===== src/rtl/hds_pkg.sv =====
// hds_pkg: shared widths, register indexes, item kinds and reset values for the
// heat diffusion stencil sweep block. No dependencies.
package hds_pkg;

  localparam int MAX_GRID_DEF = 256;

  localparam int DW        = 16;
  localparam int GS_W      = 9;
  localparam int COEF_W    = 16;
  localparam int FRAC_W    = 16;
  localparam int CFG_IDX_W = 2;
  localparam int SUM_W     = DW + 3;
  localparam int PROD_W    = COEF_W + 1 + SUM_W;

  localparam logic [CFG_IDX_W-1:0] REG_GRID_SIZE = 2'd0;
  localparam logic [CFG_IDX_W-1:0] REG_COEF      = 2'd1;
  localparam logic [CFG_IDX_W-1:0] REG_BOUNDARY  = 2'd2;

  localparam logic KIND_SAMPLE = 1'b0;
  localparam logic KIND_FLUSH  = 1'b1;

  localparam int                  RST_GRID_SIZE = 16;
  localparam logic [COEF_W-1:0]   RST_COEF      = 16'd1024;
  localparam logic signed [DW-1:0] RST_BOUNDARY = 16'sd1280;

  typedef struct packed {
    logic signed [DW-1:0] north;
    logic signed [DW-1:0] south;
    logic signed [DW-1:0] east;
    logic signed [DW-1:0] west;
    logic signed [DW-1:0] center;
  } taps_t;

  typedef struct packed {
    logic signed [SUM_W-1:0] lap;
    logic signed [DW-1:0]    center;
    logic                    border;
    logic                    last;
  } cell_op_t;

endpackage


===== src/rtl/hds_ifs.sv =====


interface hds_out_if;
  logic                        valid;
  logic                        ready;
  logic signed [hds_pkg::DW-1:0] new_temperature;
  logic                        last;
  modport source (output valid, output new_temperature, output last, input ready);
  modport sink (input valid, input new_temperature, input last, output ready);
endinterface


===== src/rtl/hds_update.sv =====
// hds_update: three-stage elastic pipeline: operands, coefficient multiply,
// shift/add/saturate into the output register. Depends on hds_pkg, hds_ifs.
module hds_update (
  input  logic                          clk,
  input  logic                          rst,
  input  logic                          in_valid,
  output logic                          in_ready,
  input  hds_pkg::cell_op_t             op,
  input  logic [hds_pkg::COEF_W-1:0]    coef,
  input  logic signed [hds_pkg::DW-1:0] bval,
  hds_out_if.source                     cells
);

  localparam int SH_W  = hds_pkg::PROD_W - hds_pkg::FRAC_W;
  localparam int ACC_W = SH_W + 1;
  localparam logic signed [ACC_W-1:0] MAX_POS = ACC_W'(32767);
  localparam logic signed [ACC_W-1:0] MIN_NEG = -ACC_W'(32768);

  logic v1;
  logic v2;
  logic v3;
  logic ready1;
  logic ready2;
  logic ready3;

  hds_pkg::cell_op_t                  op1;
  logic signed [hds_pkg::PROD_W-1:0]  prod2;
  logic signed [hds_pkg::DW-1:0]      center2;
  logic                               border2;
  logic                               last2;
  logic signed [hds_pkg::DW-1:0]      res3;
  logic                               last3;

  logic signed [SH_W-1:0]             sh;
  logic signed [ACC_W-1:0]            acc;
  logic signed [hds_pkg::DW-1:0]      sat;

  assign ready3   = !v3 || cells.ready;
  assign ready2   = !v2 || ready3;
  assign ready1   = !v1 || ready2;
  assign in_ready = ready1;

  // arithmetic shift = floor division by 2^16
  assign sh  = $signed(prod2[hds_pkg::PROD_W-1:hds_pkg::FRAC_W]);
  assign acc = ACC_W'(center2) + ACC_W'(sh);

  always_comb begin
    if (acc > MAX_POS) begin
      sat = 16'sh7FFF;
    end else if (acc < MIN_NEG) begin
      sat = -16'sh8000;
    end else begin
      sat = acc[hds_pkg::DW-1:0];
    end
  end

  always_ff @(posedge clk) begin
    if (rst) begin
      v1 <= 1'b0;
      v2 <= 1'b0;
      v3 <= 1'b0;
    end else begin
      if (ready1) begin
        v1 <= in_valid;
      end
      if (ready2) begin
        v2 <= v1;
      end
      if (ready3) begin
        v3 <= v2;
      end
    end
  end

  always_ff @(posedge clk) begin
    if (ready1 && in_valid) begin
      op1 <= op;
    end
    if (ready2 && v1) begin
      prod2   <= $signed({1'b0, coef}) * op1.lap;
      center2 <= op1.center;
      border2 <= op1.border;
      last2   <= op1.last;
    end
    if (ready3 && v2) begin
      res3  <= border2 ? bval : sat;
      last3 <= last2;
    end
  end

  assign cells.valid           = v3;
  assign cells.new_temperature = res3;
  assign cells.last            = last3;

endmodule


===== src/flat_wrapper.sv =====
// flat-port wrapper written by rule: the top's interface ports become plain ports
module hds_update_flat 
  (clk, rst, in_valid, in_ready, op, coef, bval, cells_valid, cells_new_temperature, cells_last, cells_ready);
  hds_out_if cells_i ();
  input  logic clk;
  input  logic rst;
  input  logic in_valid;
  output logic in_ready;
  input  hds_pkg::cell_op_t op;
  input  logic [hds_pkg::COEF_W-1:0] coef;
  input  logic signed [hds_pkg::DW-1:0] bval;
  output wire logic [$bits(cells_i.valid)-1:0] cells_valid;
  output wire logic [$bits(cells_i.new_temperature)-1:0] cells_new_temperature;
  output wire logic [$bits(cells_i.last)-1:0] cells_last;
  input wire logic [$bits(cells_i.ready)-1:0] cells_ready;
  assign cells_valid = cells_i.valid;
  assign cells_new_temperature = cells_i.new_temperature;
  assign cells_last = cells_i.last;
  assign cells_i.ready = cells_ready;
  hds_update u_core (.clk(clk), .rst(rst), .in_valid(in_valid), .in_ready(in_ready), .op(op), .coef(coef), .bval(bval), .cells(cells_i));
endmodule

===== config.mk =====
export PLATFORM = sky130hd
export DESIGN_NAME = hds_update_flat
export DESIGN_NICKNAME = d
export VERILOG_FILES = /design/src/rtl/hds_pkg.sv /design/src/rtl/hds_ifs.sv /design/src/rtl/hds_update.sv /design/src/flat_wrapper.sv
export SDC_FILE = /design/constraint.sdc
export NUM_CORES = 1
export LEC_CHECK = 0
export ABC_AREA = 1
export BUFFER_PORTS_ARGS = -buffer_cell sky130_fd_sc_hd__buf_2
export CORE_ASPECT_RATIO = 0.75
export CORE_UTILIZATION = 50
export CTS_CLUSTER_DIAMETER = 100
export CTS_CLUSTER_SIZE = 25
export DETAILED_ROUTE_END_ITERATION = 8
export GPL_ROUTABILITY_DRIVEN = 0
export PLACE_DENSITY = 0.63
export SETUP_SLACK_MARGIN = 0.2
export SLEW_MARGIN = 20
export SYNTH_ARGS = -nofsm -noshare
export SYNTH_HDL_FRONTEND = slang
export SYNTH_SLANG_ARGS = --single-unit

===== constraint.sdc =====
create_clock -name clk -period 10.8 [get_ports clk]
set_input_delay 0 -clock clk [delete_from_list [all_inputs] [get_ports clk]]
set_output_delay 0 -clock clk [all_outputs]
set_load 0.01 [all_outputs]

== Word level (Yosys, flattened, before mapping) ==
Cells that the tools add are included.

* Bits of input ports: 73
* Output and inout port bits: 19
* Word-level logic and storage cells: 29
* Flip-flop bits (word level): 111

* Muxes and demuxes: 3
* $lt $le $gt $ge: 2
* Reduce and logical (&&, ||, !) cells: 9
* Multiply operators: 1
* $add $sub $neg: 1

{| class="wikitable"
|+ Operator list
! operator !! number
|-
| 16-bit 2-to-1 mux || 3
|-
| 17-bit by 19-bit multiplier with 36-bit output || 1
|-
| 16-bit by 20-bit adder with 21-bit output || 1
|-
| 21-bit by 16-bit greater-than comparator with 1-bit output (second input constant) || 1
|-
| 21-bit by 16-bit less-than comparator with 1-bit output (second input constant) || 1
|-
| 1-bit logical AND || 3
|-
| 1-bit zero test || 3
|-
| 1-bit logical OR || 3
|}

== Logic depth before layout (Yosys ltp) ==
Gate-level depths: netlist of the first run.

* Depth in word-level cells: 5
* Mapped depth: 28
* Mapped depth without buffers: 27

== Worst setup path after synthesis of the first run ==
No wires, ideal clock.

* Path kind: reg-to-reg
* Start point: register u_core.op1[36] (netlist bit)
* End point: register u_core.prod2[35] (netlist bit) (data pin)
* Stages on the path, launching flop included: 21
* Arrival: 5.524 ns
* Setup slack: 5.016 ns
* Data required time: 10.540 ns
* Period minus slack after synthesis: 5.784 ns
* Path buffers: 2
* Setup time: 0.260 ns
* Cells stage by stage: edfxtp_1 > clkbuf_1 > clkbuf_1 > nand2_1 > fa_1 > inv_1 > fa_1 > fa_1 > fa_1 > fa_1 > inv_1 > fa_1 > inv_1 > ha_1 > a21oi_1 > o21ai_0 > a21oi_1 > inv_1 > a221oi_1 > nand2_1 > xor2_1

* Longest elaborated chain between the ends: 1

{| class="wikitable"
|+ RTL lines
! element !! line !! RTL
|-
| start, declared || hds_update.sv:26 || <nowiki>hds_pkg::cell_op_t op1;</nowiki>
|-
| start signal, assigned || hds_update.sv:77 || <nowiki>op1 <= op;</nowiki>
|-
| 17-bit by 19-bit multiplier with 36-bit output || hds_update.sv:80 || <nowiki>prod2 <= $signed({1'b0, coef}) * op1.lap;</nowiki>
|-
| end signal, assigned || hds_update.sv:80 ||
|-
| end, declared || hds_update.sv:27 || <nowiki>logic signed [hds_pkg::PROD_W-1:0] prod2;</nowiki>
|}

Every way passes these cells.
A chain may end at the register's enable or synchronous reset.

== Final worst setup path of the first run ==
* Start point: register u_core.op1[36] (netlist bit)
* End point: register u_core.prod2[30] (netlist bit) (data pin)

Same word-level chain as after synthesis.

==> metrics.cfg, run 1 <==
[cells_and_area]
fillers = 2930
final_nets = 2473
diodes = 0
final_layout_size_suffix_gt1_frac = 0.07688
instances_no_fill = 2425
syn_to_final_growth_pct = 9.777

[clocking]
htree_levels = 3
cts_tree = yes
root_buffer = clkbuf_16
cts.sinks = 95
cts_setup_buffers = 0
path_clk_slew_ns = 0.09
cts_buffers = 9
worstSkewPairLatency_ns = 0.38
clockBufferDepth = 2

[yosys]
synth_top_area_share = 0.3781
yosysMostFrequentCell = inv_1
synthAdderAreaFrac = 0.4623
synth_top_family_by_area = adder cells
synth_mux_area_frac = 0
synth_enable_flop_cells = 92
synth_warnings = 0
synthXorXnorAreaFrac = 0.02263
syn-cell-area_mm2 = 0.01620
synth-simple-area-share = 0.1452
syn_area_per_cell_um2 = 8.545
syn-instance-count = 1896
synth_cell_types = 43
yosys.area.top_type = fa_1
syn_nets = 2384
synth_ff_type = edfxtp_1
yosys-top-cells-count = 553 x inv_1, 456 x nand2_1, 306 x fa_1, 109 x ha_1, 92 x edfxtp_1
synth_compound_area_frac = 0.04873
ys_seq_area_frac = 0.1742
ys_ff_latch = 95
synthArstFlopShare = 0
synth.area.top_cells = fa_1 38%, edfxtp_1 17%, inv_1 13%

[timing]
tightest_slew_ns = 1.045
setup_tns_ns = 0
maxSlewViolCount = 0
rsz0062_at_grt = false
min_period_ns = 6.607
fin_skew_ns = 0.02142
slew_headroom = 0.3020
max_freq_mhz = 151.4
hold_viol_final = 0
timing.final.crit_share = 0.6117
setup_viol = 0
whs_ns = 0.3133

[setup_path]
r2r-start = u_core.op1[36]
rrSetupSlack_ns = 4.19
crit_start = u_core.op1[36]
reg2regPathDepth = 18
cp_data_arrival_time_ns = 6.69
cp-end-kind = flop
criticalPathCategory = flop to flop
r2r-end = u_core.prod2[30]
crit_end = u_core.prod2[30]
worst-endpoint-required_ns = 10.89
startpoint_type = flop
crit_fanout = 16

[drt]
drt_iter0_markers = 790
wire_per_inst_um = 16.02
drt-total-wl_mm = 38.85
postRouteAntennaNets = 0
vias_per_cell = 4.938
dr.pass1.iters = 6
dr_total_vias = 11970
drc = 0

[worst_hold_path]
whs_path_depth = 2
min_path_type = primary input to flop

[floorplanning]
core_area_mm2 = 0.03160
die_w_um = 209.9
start_util = 0.5127
fp.dieH_um = 157.9
die-area_mm2 = 0.03314
ios = 92
row_count = 56

[grt]
grt_pass1_vias = 12660
grt-ovfl-total = 0
antenna_found_initial = 0
grt_max_degree = 39
grt_usage = 0.2552
grt_first_pass_wirelength_mm = 64.81

[place]
placed_cells = 2353
port_buffers = 91
dp_hpwl_mm = 31.28

[outcome]
outcome = complete, no violations

[run]
drv_cap = 0

critical path: stages, from the launching register on:
cell	delay (ns)
edfxtp_1	0.76
nand2_1	0.20
fa_1	0.63
inv_1	0.15
fa_1	0.81
fa_1	0.52
fa_1	0.53
fa_1	0.51
inv_1	0.05
fa_1	0.47
inv_1	0.04
ha_1	0.40
nand2_1	0.10
inv_1	0.08
nand3_1	0.17
nor2_1	0.18
nand3_1	0.08
o21ai_0	0.47
xor2_1	0.14
per-layer routing:
layer	vias up	track usage	routed length (um)
met5	-	0	0
met4	0	0.07647	915
met3	59	0.04344	2410
met2	356	0.4055	17490
met1	5894	0.3604	18040
li1	5665	-	-
flip-flops by register name (all words and copies together), names as in the netlist, 16 cells and up:
| register | flops |
|---|---|
| u_core.op1 | 37 |
| u_core.prod2 | 20 |
| u_core.cells.new_temperature | 16 |
| u_core.center2 | 16 |
placed cells by master, fill, tap and decap left out, types with 2 or more instances in the layout:
cell,synthesis,routed
clkbuf_16,0,9
o21ai_0,28,28
a31oi_1,2,2
xor2_1,24,24
a21oi_1,70,70
buf_4,0,2
nor3_1,3,3
nand2_1,456,456
a21boi_0,5,5
nand3_2,3,3
a211oi_1,2,2
clkinvlp_4,0,2
o21a_1,4,4
a21o_1,2,2
and2_1,2,2
inv_1,553,552
a21oi_2,11,11
nand3_1,23,23
dfxtp_1,3,3
buf_2,0,91
edfxtp_1,92,92
o21bai_1,5,5
xnor2_1,16,16
nor2_1,62,62
dlygate4sd3_1,0,56
nand3b_1,2,2
inv_2,4,5
nand4_1,6,6
fa_1,306,306
nand2_2,16,16
o221ai_1,2,2
ha_1,109,109
inv_8,0,3
nor2_2,3,3
stage by stage:
step | utilization | area (um^2) | worst slack, ns
final | 0.5628 | 17790 | 4.193
after global routing | 0.5628 | 17790 | 3.808
after CTS | 0.5628 | 17790 | 4.228
after detailed placement | 0.5356 | 16930 | 4.297
after global placement | 0.5356 | 16930 | 4.320
after floorplan | - | 16200 | 5.016
logic make-up after synthesis:
family,count (synthesis)
xor+xnor,41
compound gates,135
simple gates,582
fa+ha+maj,415
flops,95
buf+inv,628
layout make-up:
class	instances	area, um^2	area share
clock buffer	9	225.2	0.01266
timing repair buffer	149	1031	0.05797
sequential	95	2823	0.1587
inverter	557	2091	0.1176
tap	435	544.3	0.03060
multi-input combinational	1173	11000	0.6184
clock inverter	7	73.82	0.004151
timing repair:
action,4_1_cts,5_1_grt
gates resized for setup,0,0
hold endpoints to repair,56,0
hold buffers,56,0
how the worst min path moves through the flow:
stage                 from                  to  slack [ns]
floorplan              rst  u_core.cells.valid        0.07
global placement     op[9]       u_core.op1[9]        0.18
detailed placement   op[7]       u_core.op1[7]        0.18
CTS                 op[27]      u_core.op1[27]        0.30
global route        op[26]      u_core.op1[26]        0.31
finish              op[27]      u_core.op1[27]        0.31
Power of run 1 is not shown: default switching activity piles up to over one toggle a cycle in this logic, so the estimate is an artifact.
==> run 2: changes to the inputs <==
ABC_AREA = 0   (was 1)
PLACE_DENSITY = 0.64   (was 0.63)
clock period = 6.33 ns   (was 10.8 ns; I/O delays follow)
==> metrics.cfg, run 2 <==
[drt]
wire_per_inst_um = 17.19
postRouteAntennaNets = 0
dr.pass1.iters = 4
drt_iter0_markers = 612
vias_per_cell = 5.151
drc = 0
dr_total_vias = 11100
drt-total-wl_mm = 37.04

[floorplanning]
fp.dieH_um = 154.2
start_util = 0.5099
die-area_mm2 = 0.03159
row_count = 55
die_w_um = 204.9
core_area_mm2 = 0.03028
ios = 92

[yosys]
synth_mux_area_frac = 0.001297
yosys.area.top_type = fa_1
synth_top_area_share = 0.3968
syn-cell-area_mm2 = 0.01544
syn-instance-count = 1592
ys_ff_latch = 95
yosysMostFrequentCell = inv_1
synth_warnings = 0
syn_nets = 2080
synth_ff_type = edfxtp_1
yosys-top-cells-count = 378 x inv_1, 306 x fa_1, 227 x nand2_1, 117 x and2_1, 109 x ha_1
synth-simple-area-share = 0.1416
synthXorXnorAreaFrac = 0.02326
synth_compound_area_frac = 0.06005
syn_area_per_cell_um2 = 9.698
synth_enable_flop_cells = 92
ys_seq_area_frac = 0.1828
synthArstFlopShare = 0
synth_top_family_by_area = adder cells
synth_cell_types = 56
synthAdderAreaFrac = 0.4851
synth.area.top_cells = fa_1 40%, edfxtp_1 18%, inv_1 9.2%

[setup_path]
criticalPathCategory = flop to flop
crit_chain = buf_4 > buf_4 > nand2_1 > fa_1 > fa_1 > fa_1 > fa_1 > inv_1 > fa_1 > fa_1 > ha_1 > nand4_1 > buf_4 > a21oi_2 > o41ai_4 > a21oi_2 > buf_6 > a221oi_4 > o21ai_2 > a41oi_2 > xnor2_1
crit_top_cell = fa_1
r2r-end = u_core.prod2[34]
slowest_stage = fa_1
cp_data_arrival_time_ns = 6.13
reg2regPathDepth = 21
r2r-start = u_core.op1[25]
cp-end-kind = flop
crit_fanout = 5
startpoint_type = flop
worst-endpoint-required_ns = 6.44
worst_path_largest_cell_delay_ns = 0.54
rrSetupSlack_ns = 0.31

[cells_and_area]
diodes = 0
largest_register = u_core.op1
layout_commonest_cell = inv_1
largest_reg_flops = 37
reg.largest.list = u_core.op1 x37, u_core.prod2 x20
fillers = 2634
final_util = 0.5859
final_layout_size_suffix_gt1_frac = 0.1241
syn_to_final_growth_pct = 14.90
final_cell_mix = 377 x inv_1, 301 x fa_1, 226 x nand2_1, 116 x and2_1, 105 x ha_1
final_nets = 2239

[clocking]
path_clk_slew_ns = 0.09
cts_buffers = 9
cts.sinks = 95
htree_levels = 3
clockBufferDepth = 2
cts_tree = yes
worstSkewPairLatency_ns = 0.38
root_buffer = clkbuf_16

[worst_hold_path]
whs_path_depth = 4
hold_start = cells_ready
min_path_type = primary input to flop
worstHoldEndpoint = u_core.cells.valid

[grt]
grt_first_pass_wirelength_mm = 61.18
grt_max_degree = 39
grt.met2_usage = 0.3861
grt-ovfl-total = 0
met1_usage = 0.3676
busiest_layer = met2
grt_pass1_vias = 11830
use_met3 = 0.05120
grt_usage = 0.2519
antenna_found_initial = 0

[timing]
slew_headroom = 0.5219
hold_viol_final = 0
fin_skew_ns = 0.01944
min_period_ns = 6.016
max_freq_mhz = 166.2
tightest_slew_ns = 0.7156
maxSlewViolCount = 0
timing.final.crit_share = 0.9503
setup_tns_ns = 0
rsz0062_at_grt = true
setup_viol = 0

[run]
drv_cap = 0

[outcome]
outcome = complete, no violations

[place]
dp_hpwl_mm = 29.59
port_buffers = 91

-- run 2: changes by cell type after synthesis, sizes merged, moves of 26 or more --
| cell | change |
|---|---|
| nor2 | -26 |
| a21oi | -42 |
| inv | -179 |
| nand2 | -246 |
| and2 | +115 |
-- run 2: area by class of cell --
cell class	instances	area, um^2	area share
Multi-Input combinational cell	1063	11180	0.6303
Clock buffer	9	225.2	0.01269
Tap cell	399	499.2	0.02814
Timing Repair Buffer	204	1503	0.08470
Clock inverter	7	90.09	0.005078
Inverter	378	1419	0.07998
Sequential cell	95	2823	0.1591
-- run 2: cells by family (layout without fill, tap and decap cells) --
| family | count (synthesis) | count (layout) |
|---|---|---|
| compound gates | 146 | 146 |
| xor+xnor | 41 | 41 |
| fa+ha+maj | 415 | 415 |
| buf+inv | 434 | 598 |
| flops | 95 | 95 |
| mux | 2 | 2 |
| simple gates | 459 | 459 |
-- run 2: worst max path at each step --
stage / from / endpoint / slack (ns) / cells after the start
CTS: u_core.op1[27] / u_core.prod2[34] / 0.19 / 22
detailed placement: u_core.op1[27] / u_core.prod2[35] / -0.09 / 21
global placement: u_core.op1[27] / u_core.prod2[35] / 0.07 / 21
global route: u_core.op1[23] / u_core.prod2[35] / 0.12 / 23
finish: u_core.op1[25] / u_core.prod2[34] / 0.31 / 21
floorplan: u_core.op1[33] / u_core.prod2[35] / 0.30 / 20
-- run 2: routing by layer --
layer,wire [um],vias to the layer above
met3,2565,38
met5,0,-
met4,645,0
li1,-,5178
met1,17290,5566
met2,16540,319
-- run 2: stage by stage --
step                hold slack [ns]  cell area (um^2)  setup WS [ns]  std cells
global placement             0.1759             16600        0.07156       2075
floorplan                   0.06907             15450         0.2976       1592
detailed placement           0.1784             16600       -0.09418       2075
CTS                        0.003700             17410         0.1940       2140
finish                      0.02255             17740         0.3144       2155
global route                0.03678             17740         0.1151       2155
-- run 2: worst max-delay path, delay by kind of cell (launching register included) --
family / cells / cell delay (ns)
adders and majority gates: 7 / 3.28
AOI/OAI and AO/OA: 6 / 0.98
buffers and inverters: 5 / 0.66
DFF: 1 / 0.46
and+or+nand+nor: 2 / 0.20
xor gates and xnor gates: 1 / 0.15
-- run 2: what timing repair did --
action / in CTS / in global routing
pin swaps: 0 / 19
hold buffers: 41 / 0
buffers inserted: 8 / 14
hold endpoints to repair: 42 / 0
cloned: 0 / 0
setup endpoints to repair: 11 / 15
gates resized for setup: 5 / 38
Power of run 2 is left out for the same reason.
